[src/sv/lbn_pkg.sv]
package lbn_pkg;

	localparam logic [15:0] ETHERTYPE_IPV4 = 16'h0800;
	localparam logic [7:0]  PROTO_TCP      = 8'd6;
	localparam logic [7:0]  PROTO_UDP      = 8'd17;

	// Minimum frame lengths: IPv4 header end, UDP header end, TCP header end
	localparam logic [15:0] MIN_LEN_IPV4 = 16'd34;
	localparam logic [15:0] MIN_LEN_UDP  = 16'd42;
	localparam logic [15:0] MIN_LEN_TCP  = 16'd54;

	localparam logic [1:0] PORT_CLIENT    = 2'd0;
	localparam logic [1:0] PORT_BACKEND_A = 2'd1;
	localparam logic [1:0] PORT_BACKEND_B = 2'd2;

	localparam logic [31:0] RST_VIRTUAL_IP    = 32'h0A00_0001;
	localparam logic [31:0] RST_BACKEND_A_IP  = 32'h0A00_0002;
	localparam logic [31:0] RST_BACKEND_B_IP  = 32'h0A00_0003;
	localparam logic [47:0] RST_BACKEND_A_MAC = 48'hA036_9F1A_2DFC;
	localparam logic [47:0] RST_BACKEND_B_MAC = 48'hA036_9F1A_2DFE;

	typedef enum logic [2:0] {
		CFG_VIRTUAL_IP    = 3'd0,
		CFG_BACKEND_A_IP  = 3'd1,
		CFG_BACKEND_B_IP  = 3'd2,
		CFG_BACKEND_A_MAC = 3'd3,
		CFG_BACKEND_B_MAC = 3'd4
	} cfg_idx_t;

	typedef struct packed {
		logic [31:0] virtual_ip;
		logic [31:0] backend_a_ip;
		logic [31:0] backend_b_ip;
		logic [47:0] backend_a_mac;
		logic [47:0] backend_b_mac;
	} cfg_t;

	// One item in flight. Checksums and operands are kept byte-swapped
	// (memory view); op_a_m is added first, op_b_m (already inverted) second.
	typedef struct packed {
		logic        drop;
		logic [1:0]  egress;
		logic [47:0] dmac;
		logic [31:0] saddr;
		logic [31:0] daddr;
		logic [15:0] ipc_m;
		logic [15:0] l4c_m;
		logic [31:0] op_a_m;
		logic [31:0] op_b_m;
	} item_t;

	function automatic logic [15:0] swap16(input logic [15:0] x);
		return {x[7:0], x[15:8]};
	endfunction

	function automatic logic [31:0] swap32(input logic [31:0] x);
		return {x[7:0], x[15:8], x[23:16], x[31:24]};
	endfunction

	// 16-bit add with end-around carry
	function automatic logic [15:0] oc_add(input logic [15:0] a, input logic [15:0] b);
		logic [16:0] s;
		s = {1'b0, a} + {1'b0, b};
		return s[15:0] + {15'd0, s[16]};
	endfunction

endpackage

[src/sv/lbn_cfg_regs.sv]
module lbn_cfg_regs (
	input  logic                clk,
	input  logic                arst_n,
	input  logic                cfg_valid,
	input  logic [2:0]          cfg_index,
	input  logic [47:0]         cfg_data,
	output lbn_pkg::cfg_t       cfg
);

	lbn_pkg::cfg_t cfg_q;

	always_ff @(posedge clk or negedge arst_n) begin
		if (!arst_n) begin
			cfg_q.virtual_ip    <= lbn_pkg::RST_VIRTUAL_IP;
			cfg_q.backend_a_ip  <= lbn_pkg::RST_BACKEND_A_IP;
			cfg_q.backend_b_ip  <= lbn_pkg::RST_BACKEND_B_IP;
			cfg_q.backend_a_mac <= lbn_pkg::RST_BACKEND_A_MAC;
			cfg_q.backend_b_mac <= lbn_pkg::RST_BACKEND_B_MAC;
		end else if (cfg_valid) begin
			case (lbn_pkg::cfg_idx_t'(cfg_index))
				lbn_pkg::CFG_VIRTUAL_IP:    cfg_q.virtual_ip    <= cfg_data[31:0];
				lbn_pkg::CFG_BACKEND_A_IP:  cfg_q.backend_a_ip  <= cfg_data[31:0];
				lbn_pkg::CFG_BACKEND_B_IP:  cfg_q.backend_b_ip  <= cfg_data[31:0];
				lbn_pkg::CFG_BACKEND_A_MAC: cfg_q.backend_a_mac <= cfg_data;
				lbn_pkg::CFG_BACKEND_B_MAC: cfg_q.backend_b_mac <= cfg_data;
				default: ; // drop writes to unused indexes
			endcase
		end
	end

	assign cfg = cfg_q;

endmodule

[src/sv/lbn_classify.sv]
module lbn_classify (
	input  logic                clk,
	input  logic                load,
	input  lbn_pkg::cfg_t       cfg,
	input  logic [15:0]         frame_length,
	input  logic [7:0]          arrival_port,
	input  logic [47:0]         dest_mac,
	input  logic [15:0]         ether_type,
	input  logic [7:0]          ip_protocol,
	input  logic [15:0]         ip_header_checksum,
	input  logic [31:0]         source_address,
	input  logic [31:0]         destination_address,
	input  logic [15:0]         source_port,
	input  logic [15:0]         transport_checksum,
	output lbn_pkg::item_t      item
);

	logic           is_udp;
	logic           is_tcp;
	logic           drop_c;
	logic           server_side;
	logic           hash_odd;
	logic [31:0]    new_ip;
	logic [31:0]    old_ip;
	lbn_pkg::item_t item_c;
	lbn_pkg::item_t item_s1;

	assign is_udp = ip_protocol == lbn_pkg::PROTO_UDP;
	assign is_tcp = ip_protocol == lbn_pkg::PROTO_TCP;

	// The IPv4 length bound covers the Ethernet one.
	assign drop_c = (frame_length < lbn_pkg::MIN_LEN_IPV4)
		|| (ether_type != lbn_pkg::ETHERTYPE_IPV4)
		|| !((is_udp && frame_length >= lbn_pkg::MIN_LEN_UDP)
			|| (is_tcp && frame_length >= lbn_pkg::MIN_LEN_TCP));

	assign server_side = arrival_port != 8'd0;

	// FNV-1 multiplies by an odd prime, which keeps bit 0, and then xors in
	// the byte: the hash parity is the xor of bit 0 of every hashed byte.
	assign hash_odd = source_address[24] ^ source_address[16] ^ source_address[8]
		^ source_address[0] ^ source_port[8] ^ source_port[0] ^ ip_protocol[0];

	always_comb begin
		new_ip = hash_odd ? cfg.backend_b_ip : cfg.backend_a_ip;
		old_ip = destination_address;
		item_c.drop   = drop_c;
		item_c.egress = lbn_pkg::PORT_CLIENT;
		item_c.dmac   = dest_mac;
		item_c.saddr  = source_address;
		item_c.daddr  = destination_address;
		item_c.ipc_m  = lbn_pkg::swap16(ip_header_checksum);
		item_c.l4c_m  = lbn_pkg::swap16(transport_checksum);
		if (server_side) begin
			new_ip = cfg.virtual_ip;
			old_ip = source_address;
		end
		if (drop_c) begin
			// zero operands leave both checksums as received
			item_c.op_a_m = 32'd0;
			item_c.op_b_m = 32'd0;
		end else begin
			item_c.op_a_m = lbn_pkg::swap32(old_ip);
			item_c.op_b_m = ~lbn_pkg::swap32(new_ip);
			if (server_side) begin
				item_c.saddr = cfg.virtual_ip;
			end else begin
				item_c.daddr  = new_ip;
				item_c.dmac   = hash_odd ? cfg.backend_b_mac : cfg.backend_a_mac;
				item_c.egress = hash_odd ? lbn_pkg::PORT_BACKEND_B
					: lbn_pkg::PORT_BACKEND_A;
			end
		end
	end

	always_ff @(posedge clk) begin
		if (load) begin
			item_s1 <= item_c;
		end
	end

	assign item = item_s1;

endmodule

[src/sv/lbn_csum_stage.sv]
module lbn_csum_stage (
	input  logic                clk,
	input  logic                load,
	input  lbn_pkg::item_t      src,
	input  logic [31:0]         opnd,
	output lbn_pkg::item_t      item
);

	logic [15:0]    ipc_t;
	logic [15:0]    l4c_t;
	lbn_pkg::item_t item_c;
	lbn_pkg::item_t item_q;

	// Fold the low half, then the high half, into both checksums.
	always_comb begin
		ipc_t        = lbn_pkg::oc_add(src.ipc_m, opnd[15:0]);
		l4c_t        = lbn_pkg::oc_add(src.l4c_m, opnd[15:0]);
		item_c       = src;
		item_c.ipc_m = lbn_pkg::oc_add(ipc_t, opnd[31:16]);
		item_c.l4c_m = lbn_pkg::oc_add(l4c_t, opnd[31:16]);
	end

	always_ff @(posedge clk) begin
		if (load) begin
			item_q <= item_c;
		end
	end

	assign item = item_q;

endmodule

[src/sv/l4_hash_load_balancer_nat_core.sv]
// Stateless L4 load balancer with address rewrite.
// Input channel (in_valid / in_stall): the parsed header fields of one packet
// per item. Output channel (out_valid / out_stall): one verdict item per input
// item, in order: drop flag, egress port and the rewritten MAC, addresses and
// checksums. A dropped item carries its input fields unchanged and port 0.
// Config channel (cfg_valid / cfg_ready): cfg_index selects virtual_ip (0),
// backend_a_ip (1), backend_b_ip (2), backend_a_mac (3), backend_b_mac (4);
// other indexes are ignored. cfg_ready is always high. Write only while no item
// is in flight.
// out_valid rises once an item has reached the last of the register stages below,
// the output register; one item per cycle is sustained while out_stall stays low.
// The three register stages are: classify and backend select,
// fold of the old address into both checksums, fold of the new address.
// When out_stall is high the last stage holds; earlier stages keep moving
// until they fill, so in_stall rises only when all three stages hold items.
// Reset clears the stage valid bits and loads the config registers with their
// default values (10.0.0.1, 10.0.0.2, 10.0.0.3 and the two backend MACs).
module l4_hash_load_balancer_nat_core (
	input  logic        clk,
	input  logic        arst_n,

	input  logic        in_valid,
	output logic        in_stall,
	input  logic [15:0] frame_length,
	input  logic [7:0]  arrival_port,
	input  logic [47:0] dest_mac,
	input  logic [15:0] ether_type,
	input  logic [7:0]  ip_protocol,
	input  logic [15:0] ip_header_checksum,
	input  logic [31:0] source_address,
	input  logic [31:0] destination_address,
	input  logic [15:0] source_port,
	input  logic [15:0] transport_checksum,

	output logic        out_valid,
	input  logic        out_stall,
	output logic        drop,
	output logic [1:0]  egress_port,
	output logic [47:0] new_dest_mac,
	output logic [31:0] new_source_address,
	output logic [31:0] new_destination_address,
	output logic [15:0] new_ip_checksum,
	output logic [15:0] new_transport_checksum,

	input  logic        cfg_valid,
	output logic        cfg_ready,
	input  logic [2:0]  cfg_index,
	input  logic [47:0] cfg_data
);

	lbn_pkg::cfg_t  cfg;
	lbn_pkg::item_t item_s1;
	lbn_pkg::item_t item_s2;
	lbn_pkg::item_t item_s3;

	logic valid_s1;
	logic valid_s2;
	logic valid_s3;
	logic adv1;
	logic adv2;
	logic adv3;

	assign cfg_ready = 1'b1;

	lbn_cfg_regs u_cfg (
		.clk       (clk),
		.arst_n    (arst_n),
		.cfg_valid (cfg_valid),
		.cfg_index (cfg_index),
		.cfg_data  (cfg_data),
		.cfg       (cfg)
	);

	// A stage moves when it is empty or its successor moves.
	assign adv3     = !valid_s3 || !out_stall;
	assign adv2     = !valid_s2 || adv3;
	assign adv1     = !valid_s1 || adv2;
	assign in_stall = !adv1;

	always_ff @(posedge clk or negedge arst_n) begin
		if (!arst_n) begin
			valid_s1 <= 1'b0;
			valid_s2 <= 1'b0;
			valid_s3 <= 1'b0;
		end else begin
			if (adv1) begin
				valid_s1 <= in_valid;
			end
			if (adv2) begin
				valid_s2 <= valid_s1;
			end
			if (adv3) begin
				valid_s3 <= valid_s2;
			end
		end
	end

	// Stage 1: checks, hash parity, backend select, operand setup
	lbn_classify u_classify (
		.clk                 (clk),
		.load                (adv1),
		.cfg                 (cfg),
		.frame_length        (frame_length),
		.arrival_port        (arrival_port),
		.dest_mac            (dest_mac),
		.ether_type          (ether_type),
		.ip_protocol         (ip_protocol),
		.ip_header_checksum  (ip_header_checksum),
		.source_address      (source_address),
		.destination_address (destination_address),
		.source_port         (source_port),
		.transport_checksum  (transport_checksum),
		.item                (item_s1)
	);

	// Stage 2: add back the old address
	lbn_csum_stage u_csum_old (
		.clk  (clk),
		.load (adv2),
		.src  (item_s1),
		.opnd (item_s1.op_a_m),
		.item (item_s2)
	);

	// Stage 3: add the complement of the new address; this is the output register
	lbn_csum_stage u_csum_new (
		.clk  (clk),
		.load (adv3),
		.src  (item_s2),
		.opnd (item_s2.op_b_m),
		.item (item_s3)
	);

	assign out_valid               = valid_s3;
	assign drop                    = item_s3.drop;
	assign egress_port             = item_s3.egress;
	assign new_dest_mac            = item_s3.dmac;
	assign new_source_address      = item_s3.saddr;
	assign new_destination_address = item_s3.daddr;
	assign new_ip_checksum         = lbn_pkg::swap16(item_s3.ipc_m);
	assign new_transport_checksum  = lbn_pkg::swap16(item_s3.l4c_m);

	// An accepted item lands in stage 1.
	a_accept_enters: assert property (@(posedge clk) disable iff (!arst_n)
		in_valid && !in_stall |=> valid_s1)
		else $error("accepted item missing from stage 1");

	// Back-pressure only when every stage is occupied.
	a_stall_full: assert property (@(posedge clk) disable iff (!arst_n)
		in_stall |-> valid_s1 && valid_s2 && valid_s3 && out_stall)
		else $error("input stalled with a free stage");

	// A dropped item always goes to the client-side port.
	a_drop_port: assert property (@(posedge clk) disable iff (!arst_n)
		out_valid && drop |-> egress_port == lbn_pkg::PORT_CLIENT)
		else $error("dropped item with nonzero egress port");

	// Items drain: an unstalled output frees its slot next cycle or refills it.
	a_drain: assert property (@(posedge clk) disable iff (!arst_n)
		out_valid && !out_stall && !valid_s2 |=> !out_valid)
		else $error("output item repeated");

endmodule

[config.mk]
export PLATFORM = sky130hd
export DESIGN_NAME = l4_hash_load_balancer_nat_core
export DESIGN_NICKNAME = d
export VERILOG_FILES = /design/src/sv/lbn_pkg.sv /design/src/sv/lbn_cfg_regs.sv /design/src/sv/lbn_classify.sv /design/src/sv/lbn_csum_stage.sv /design/src/sv/l4_hash_load_balancer_nat_core.sv
export SDC_FILE = /design/constraint.sdc
export NUM_CORES = 1
export LEC_CHECK = 0
export BUFFER_PORTS_ARGS = -buffer_cell sky130_fd_sc_hd__clkbuf_2
export CAP_MARGIN = 20
export CORE_ASPECT_RATIO = 1.1
export CORE_MARGIN = 3
export CORE_UTILIZATION = 30
export CTS_CLUSTER_DIAMETER = 30
export DETAILED_ROUTE_END_ITERATION = 6
export PLACE_DENSITY = 0.51
export SLEW_MARGIN = 20
export SYNTH_ARGS = -nofsm -noshare
export SYNTH_HDL_FRONTEND = slang
export SYNTH_SLANG_ARGS = --single-unit
[constraint.sdc]
create_clock -name clk -period 27.4 [get_ports clk]
set_clock_uncertainty 0.05 [all_clocks]
set_input_delay 8.22 -clock clk [delete_from_list [all_inputs] [get_ports clk]]
set_output_delay 8.22 -clock clk [all_outputs]
set_load 0.03 [all_outputs]
==> run_results.csv, run 1 <==
group,metric,value,unit
synthesis,syn-cell-area,0.0350,mm^2
run,maxCapViolCount,0,
synthesis,syn_nets,3076,
global_route,grt_usage,16.5,%
critical_path,crit_path_cell_trace,"clkbuf_2, nand4_1, inv_1, clkbuf_2",
power_and_ir_drop,cellLeakagePower,18.3,nW
synthesis,synth_enable_flop_cells,537,
synthesis,synth-seq-area-share,60.2,%
synthesis,syn_inst,2651,
layout,syn_to_final_growth,26.7,%
critical_path,critical_path_arrival,9.40,ns
clocking,cts_resized,0,
global_route,grt_max_degree,83,
sta,hold_viol_final,0,
clocking,cts_tree,"yes",
route,drt_wl_total,101,mm
clocking,cts_hold_buf,0,
synthesis,synth_seq_cells,732,
synthesis,yosys_warnings,0,
layout,drive_above_1_share,29.5,%
sta,fin_ws,9.73,ns
floorplanning,dieArea,0.121,mm^2
synthesis,yosysTopAreaCell,"edfxtp_1",
power_and_ir_drop,ir_drop,0.0739,mV
sta,fmax,0.0566,GHz
critical_path,cp_common_cell,"clkbuf_2",
sta,setup_tns,0,ns
placement,dp_slack,9.54,ns
min_path,worstHoldPathType,"register to register",
sta,setup_violations,0,
clocking,numClockSinks,732,
critical_path,crit_path_max_incr_delay,0.59,ns
clocking,htreeDepth,4,
outcome,outcome,"finished, final reports clean",
power_and_ir_drop,power.density,108,mW/mm^2
clocking,cts_buffers,159,
critical_path,path_class,"input port to primary output",
clocking,clk_latency,0.73,ns
clocking,clockRootBuffer,"clkbuf_16",
placement,portBuffers,397,
floorplanning,ios,414,
floorplanning,die_height,364,um
sta,fin_crit_sh,64.5,%
synthesis,syn_avg_cell_area,13.2,um^2
global_route,grt_first_pass_wirelength,149,mm
critical_path,start_kind,"input port",
critical_path,required,19.13,ns
clocking,clock_path_buffers,3,
clocking,clkTransAtPathRegs,0.05,ns
route,vias,22900,
route,post_drt_wl_per_cell,20.9,um
floorplanning,core,0.115,mm^2
route,final_antenna_net_count,0,
route,post-route-drc-count,0,
critical_path,crit_family,"simple AND/OR/NAND/NOR gates",
layout,final_core_util,38.6,%
global_route,overflow,0,
sta,rsz0062_at_grt,"no",
route,via_per_inst,4.76,
route,firstDrtPassIters,5,
critical_path,crit_path_end_kind,"primary output",
synthesis,synth_top_area_share,46.0,%
placement,dp_hpwl,74.8,mm
route,drt_iter0_drc,1441,
clocking,postCtsSetupBuffers,0,
synthesis,ys_top_cells_by_area,"edfxtp_1, dfrtp_1, mux2_2",
synthesis,synth-async-reset-ratio,26.6,%
synthesis,synth_cell_types,92,
global_route,antenna_found_initial,24,
floorplanning,row_count,130,
sta,fin_crit,17.67,ns
synthesis,synth_ff_type,"edfxtp_1",
critical_path,cp_num_buf_inv,3,
floorplanning,die_w,332,um
sta,worst_pin_slew,1.12,ns
placement,gp_congestion,0.863,
layout,nNetsFinal,3567,
sta,relSlewSlack,25.3,%
floorplanning,start_util,30.5,%
critical_path,cpMaxStageDelayCell,"nand4_1",
global_route,grt_pass1_vias,23300,
critical_path,crit_path_max_fanout,3,
sta,maxSlewViolCount,0,
==> kinds of logic after synthesis <==
kind of cell,Yosys count,share of synthesized area (%)
AO/OA/AOI/OAI,495,9.16
XOR/XNOR,194,5.01
adder cells (fa/ha/maj),161,5.92
buffers and inverters,151,1.63
flip-flops,732,60.2
multiplexers,307,9.58
other,1,0.0107
AND/OR/NAND/NOR,610,8.50
==> registers in the layout, summed over array words and instances (netlist names) <==
name,count
out_valid,1
u_cfg.cfg,192
u_classify.item,211
u_csum_new.item,147
u_csum_old.item,179
valid_s1,1
valid_s2,1
==> Yosys cell counts (6+ instances only) <==
library cell,number
edfxtp_1,537
nand2_1,231
mux2_2,193
ha_1,153
dfrtp_1,134
xnor2_1,119
nor2_1,117
a21oi_1,107
o21ai_1,107
mux2i_1,82
clkbuf_1,78
xor2_1,71
dfstp_2,61
inv_1,61
a211oi_1,53
nand3_1,44
o21ai_0,39
a21o_1,36
mux2_1,32
nor3_1,30
nand4_1,28
o21a_1,28
and3_1,23
nand2b_1,22
nor4_1,20
o211ai_1,15
and2_1,12
nor2b_1,11
o21bai_1,11
or3_1,11
a31oi_1,9
and4_1,9
buf_1,9
o31ai_1,9
a2111oi_0,8
a211o_1,8
fa_1,8
nand3b_1,8
nor3b_1,8
or2_2,7
a311oi_1,6
==> final cells by class <==
| cell class | instances | area [um^2] |
|---|---|---|
| inverter | 62 | 233 |
| tap | 1518 | 1900 |
| clock buffer | 192 | 4190 |
| fill | 10900 | 70600 |
| antenna | 18 | 45.0 |
| sequential | 732 | 21100 |
| timing repair buffer | 419 | 2160 |
| multi-input combinational | 1768 | 13500 |
| clock inverter | 107 | 1310 |
==> layout by cell type (no fill, tap or decap), types with 106 or more instances in the layout <==
cell / n
edfxtp_1: 537
clkbuf_2: 396
nand2_1: 229
mux2_2: 193
clkbuf_16: 161
ha_1: 153
dfrtp_1: 134
xnor2_1: 118
nor2_1: 116
a21oi_1: 107
o21ai_1: 106
==> power breakdown <==
group	switching, mW	total, mW	internal (mW)
Clock	0.632	1.90	1.27
Sequential	0.0888	1.54	1.45
Combinational	0.814	1.35	0.540
==> metal layers <==
layer | vias up | part of all wire [%] | global-route usage, %
met2 | 589 | 49 | 28.1
li1 | 11100 | - | -
met3 | 139 | 6.5 | 4.50
met5 | - | 0.10 | 0
met4 | 14 | 2.1 | 5.02
met1 | 11100 | 42 | 20.3
==> metrics by stage <==
step           std cells  instance area [um^2]  total power [mW]  hold slack (ns)
6_report            4816                 44400              4.80            0.358
3_3_place_gp        4499                 38800              2.90            0.351
2_1_floorplan       2651                 35000              2.56            0.350
4_1_cts             4798                 44300              4.85            0.361
5_1_grt             4803                 44300              5.07            0.361
3_5_place_dp        4499                 38800              2.92            0.355
==> path summary, 6_finish.rpt <==
| path | start | slack (ns) | to | cells after the start |
|---|---|---|---|---|
| min reg2reg | u_csum_old.item[113] | 0.36 | u_csum_new.item[113] | 0 |
| min in group asynchronous | arst_n | 7.45 | u_cfg.cfg[42] | 1 |
| max reg2reg | u_classify.item[32] | 19.68 | u_csum_old.item[79] | 30 |
| max in group asynchronous | arst_n | 18.40 | u_cfg.cfg[175] | 2 |
| max | out_stall | 9.73 | in_stall | 4 |
| min | u_csum_old.item[113] | 0.36 | u_csum_new.item[113] | 0 |
==> worst register-to-register path: cells and delay by family (launching register included) <==
family	cells	cell delay [ns]
xor+xnor	2	0.34
fa+ha+maj	5	1.62
compound gates	11	2.13
simple gates	12	2.82
flops	1	0.48
(Power assumes the default switching activity.)
==> run 2, diff against run 1 <==
clock period = 17.3 ns   (was 27.4 ns; I/O delays follow)
==> run 2 against run 1 <==
Compared with the run above:
- core utilization about the same
- register-to-register slack worse by 10 ns
- largest cell class unchanged
- cell area about the same
- worst setup slack worse by 3.7 ns
- final cell count about the same
- via count about the same
==> run_results.csv, run 2 (synthesis results as in run 1) <==
group,metric,value,unit
outcome,outcome,"finished, final reports clean",
global_route,antenna_found_initial,27,
sta,relSlewSlack,24.4,%
route,firstDrtPassIters,5,
sta,whs,0.345,ns
min_path,worstHoldPathType,"register to register",
power_and_ir_drop,pwr-share-comb,28.1,%
route,via_per_inst,4.77,
sta,setup_violations,0,
power_and_ir_drop,clkPwrFrac,40.0,%
power_and_ir_drop,cell_internal_pwr,5.20,mW
sta,fin_crit_sh,65.0,%
sta,fin_ws,6.05,ns
layout,largest_reg_flops,211,
power_and_ir_drop,p_switching,2.43,mW
layout,fill_cells,11000,
global_route,grt_pass1_vias,23300,
clocking,cts_resized,0,
critical_path,required,12.06,ns
floorplanning,row_count,130,
layout,drive_above_1_share,29.4,%
global_route,grt_max_degree,88,
clocking,cts_tree,"yes",
sta,fin_crit,11.25,ns
sta,fmax,0.0889,GHz
sta,rsz0062_at_grt,"no",
clocking,numClockSinks,732,
floorplanning,ios,414,
power_and_ir_drop,cellLeakagePower,18.3,nW
critical_path,crit_path_max_incr_delay,0.23,ns
critical_path,start_kind,"input port",
route,drt_iter0_drc,1545,
floorplanning,die_w,332,um
sta,hold_viol_final,0,
global_route,grt_first_pass_wirelength,149,mm
power_and_ir_drop,switching_share,31.9,%
layout,syn_to_final_growth,26.7,%
clocking,cts_hold_buf,0,
route,post-route-drc-count,0,
clocking,clk_latency,0.75,ns
placement,dp_hpwl,74.7,mm
layout,multi_input_area,0.0135,mm^2
clocking,cts_buffers,157,
global_route,grt_usage,16.6,%
placement,placed_cells_incl_taps,4500,
critical_path,cpMaxStageDelayCell,"buf_4",
placement,dp_slack,6.04,ns
layout,final_cell_mix,"edfxtp_1, clkbuf_2, nand2_1",
floorplanning,die_height,364,um
placement,gp_congestion,0.866,
placement,portBuffers,397,
layout,final_common_cell,"edfxtp_1",
power_and_ir_drop,seq_power_share,32.0,%
critical_path,crit_path_end_kind,"primary output",
critical_path,critical_path_arrival,6.01,ns
floorplanning,dieArea,0.121,mm^2
clocking,postCtsSetupBuffers,0,
sta,maxSlewViolCount,0,
power_and_ir_drop,power.density,172,mW/mm^2
critical_path,path_class,"input port to primary output",
critical_path,cp_common_cell,"clkbuf_2",
run,maxCapViolCount,0,
global_route,overflow,0,
route,drt_wl_total,101,mm
route,vias,22900,
power_and_ir_drop,ir_drop,0.115,mV
critical_path,crit_path_cell_trace,"clkbuf_2, nand4_1, buf_4, inv_1, clkbuf_2",
floorplanning,core,0.115,mm^2
layout,ff_latch_area,0.0211,mm^2
clocking,clock_path_buffers,3,
clocking,htreeDepth,4,
power_and_ir_drop,p_total,7.63,mW
floorplanning,start_util,30.5,%
route,final_antenna_net_count,0,
layout,fin_cells,4812,
route,post_drt_wl_per_cell,21.1,um
layout,nNetsFinal,3566,
clocking,clkTransAtPathRegs,0.05,ns
critical_path,crit_path_max_fanout,3,
sta,worst_pin_slew,1.13,ns
clocking,clockRootBuffer,"clkbuf_16",
[run 2: worst paths after layout]
kind | start | end | slack, ns | depth (start not counted)
max in group asynchronous | arst_n | u_cfg.cfg[105] | 10.61 | 3
hold / removal | u_classify.item[28] | u_csum_old.item[28] | 0.35 | 0
setup reg to reg | u_classify.item[32] | u_csum_old.item[79] | 9.61 | 30
hold reg to reg | u_classify.item[28] | u_csum_old.item[28] | 0.35 | 0
min in group asynchronous | arst_n | u_cfg.cfg[43] | 4.42 | 1
setup / recovery | out_stall | in_stall | 6.05 | 5
[run 2: routing by layer]
layer	GRT usage, %	part of all wire (%)	vias up
li1	-	-	11000
met1	20.6	43	11200
met2	27.5	48	571
met3	4.60	6.0	150
met4	6.19	2.8	12
met5	0	0.076	-
[run 2: worst max-delay path, delay by kind of cell]
family / cells / cell delay (ns)
and+or+nand+nor: 1 / 0.14
buffers and inverters: 4 / 0.67
[run 2: power by group through the flow]
| stage | Sequential (mW) | Clock (mW) | Combinational [mW] |
|---|---|---|---|
| 3_5_place_dp | 2.47 | 0 | 2.15 |
| 3_3_place_gp | 2.47 | 0 | 2.14 |
| 6_report | 2.44 | 3.05 | 2.14 |
| 2_1_floorplan | 2.57 | 0 | 1.48 |
| 5_1_grt | 2.47 | 3.20 | 2.39 |
| 4_1_cts | 2.44 | 3.11 | 2.16 |
[run 2: final cells by class]
class,instances,area share [%]
Antenna cell,17,0.0958
Clock buffer,187,9.29
Clock inverter,108,3.12
Inverter,62,0.524
Multi-Input combinational cell,1768,30.3
Sequential cell,732,47.5
Tap cell,1518,4.28
Timing Repair Buffer,420,4.89
[run 2: through the flow]
step,TNS [ns],util [%],area (um^2)
after floorplan,-1.39,-,35000
after global placement,0,33.8,38800
after detailed placement,0,33.8,38800
after CTS,0,38.6,44300
after global routing,0,38.6,44400
final,0,38.6,44400
==> run 3, diff against run 2 <==
clock period = 11.5 ns   (was 17.3 ns; I/O delays follow)
==> run 3 against run 2 <==
Compared with the run above:
- worst hold slack improved by 0.0030 ns
- register-to-register slack got worse by 5.8 ns
- power increased by 45%
- worst setup slack lost 2.9 ns
- sequential share of layout area up 0.50 points
- largest cell class unchanged
- largest power group unchanged
==> run_results.csv, run 3 (synthesis results as in run 1) <==
group,metric,value,unit
layout,nNetsFinal,3562,
layout,final_common_cell,"edfxtp_1",
floorplanning,die_height,364,um
sta,fmax,0.119,GHz
floorplanning,die_w,332,um
clocking,cts_resized,0,
sta,rsz0062_at_grt,"no",
sta,maxSlewViolCount,0,
critical_path,crit_path_max_incr_delay,0.58,ns
critical_path,critical_path_arrival,4.90,ns
layout,final_cell_mix,"edfxtp_1, clkbuf_2, nand2_1",
power_and_ir_drop,cell_internal_pwr,7.52,mW
sta,setup_tns,0,ns
route,drt_wl_total,101,mm
route,post-route-drc-count,0,
sta,setup_violations,0,
global_route,grt_first_pass_wirelength,148,mm
critical_path,cp_common_cell,"clkbuf_2",
critical_path,crit_path_max_fanout,9,
sta,hold_viol_final,0,
route,vias,23100,
global_route,grt_pass1_vias,22900,
layout,largest_reg_flops,211,
placement,placed_cells_incl_taps,4501,
floorplanning,start_util,30.5,%
clocking,cts_buffers,152,
sta,fin_crit,8.40,ns
critical_path,path_class,"input port to primary output",
power_and_ir_drop,ir_drop,0.166,mV
power_and_ir_drop,clkPwrFrac,37.9,%
placement,gp_congestion,0.873,
critical_path,crit_path_cell_trace,"clkbuf_2, nand4_1, buf_4, inv_1, clkbuf_2",
critical_path,crit_path_end_kind,"primary output",
run,maxCapViolCount,0,
clocking,clk_latency,0.72,ns
floorplanning,ios,414,
sta,relSlewSlack,25.9,%
global_route,grt_max_degree,86,
route,post_drt_wl_per_cell,21.0,um
route,final_antenna_net_count,0,
clocking,clock_path_buffers,3,
placement,portBuffers,397,
placement,dp_hpwl,75.0,mm
clocking,clkTransAtPathRegs,0.05,ns
critical_path,start_kind,"input port",
route,drt_iter0_drc,1467,
critical_path,required,8.00,ns
route,firstDrtPassIters,5,
power_and_ir_drop,pwr-share-comb,29.0,%
clocking,cts_hold_buf,0,
global_route,overflow,0,
power_and_ir_drop,power.density,252,mW/mm^2
layout,fin_cells,4797,
sta,worst_pin_slew,1.11,ns
global_route,antenna_found_initial,29,
sta,fin_crit_sh,73.0,%
floorplanning,dieArea,0.121,mm^2
clocking,htreeDepth,4,
clocking,numClockSinks,732,
critical_path,cpMaxStageDelayCell,"nand4_1",
layout,syn_to_final_growth,25.4,%
clocking,postCtsSetupBuffers,0,
layout,final_core_util,38.2,%
layout,drive_above_1_share,28.8,%
floorplanning,core,0.115,mm^2
power_and_ir_drop,switching_share,32.1,%
global_route,grt_usage,16.4,%
min_path,worstHoldPathType,"register to register",
power_and_ir_drop,seq_power_share,33.1,%
power_and_ir_drop,cellLeakagePower,18.1,nW
floorplanning,row_count,130,
clocking,clockRootBuffer,"clkbuf_16",
power_and_ir_drop,p_switching,3.56,mW
outcome,outcome,"finished, final reports clean",
clocking,cts_tree,"yes",
power_and_ir_drop,p_total,11.1,mW
route,via_per_inst,4.81,
## run 3: worst paths after layout
| check | startpoint | cells past startpoint | end | slack [ns] |
|---|---|---|---|---|
| max | out_stall | 5 | in_stall | 3.10 |
| min | u_classify.item[112] | 0 | u_csum_old.item[112] | 0.35 |
| max reg2reg | u_classify.item[32] | 30 | u_csum_old.item[79] | 3.85 |
| min reg2reg | u_classify.item[112] | 0 | u_csum_old.item[112] | 0.35 |
| max in group asynchronous | arst_n | 2 | u_cfg.cfg[138] | 7.24 |
| min in group asynchronous | arst_n | 1 | u_cfg.cfg[91] | 2.76 |
## run 3: power by group through the flow
stage | logic (mW) | registers (mW) | clock network (mW)
3_3_place_gp | 3.22 | 3.71 | 0
6_report | 3.22 | 3.66 | 4.20
2_1_floorplan | 2.23 | 3.86 | 0
4_1_cts | 3.25 | 3.67 | 4.28
5_1_grt | 3.59 | 3.71 | 4.43
3_5_place_dp | 3.23 | 3.72 | 0
## run 3: cell type report
type	instances	area [um^2]
Antenna cell	13	32.5
Clock buffer	206	4230
Clock inverter	77	818
Fill cell	11100	71100
Inverter	62	233
Multi-Input combinational cell	1768	13500
Sequential cell	732	21100
Tap cell	1518	1900
Timing Repair Buffer	421	2180
## run 3: critical path, delay by kind of cell
kind                   cells  cell delay (ns)
AND/OR/NAND/NOR            1             0.58
buffers and inverters      4             0.85
## run 3: layer usage
metal	GRT usage, %	wire length, um
met5	0	127
met4	6.53	3230
met3	4.44	6730
met2	27.3	48000
met1	20.4	42900
## run 3: stage by stage
stage	setup slack, ns	hold slack [ns]	area, um^2
floorplan	-3.71	0.350	35000
global placement	3.00	0.350	38800
detailed placement	3.02	0.355	38800
CTS	3.02	0.354	43900
global route	2.99	0.360	43900
finish	3.10	0.348	43900
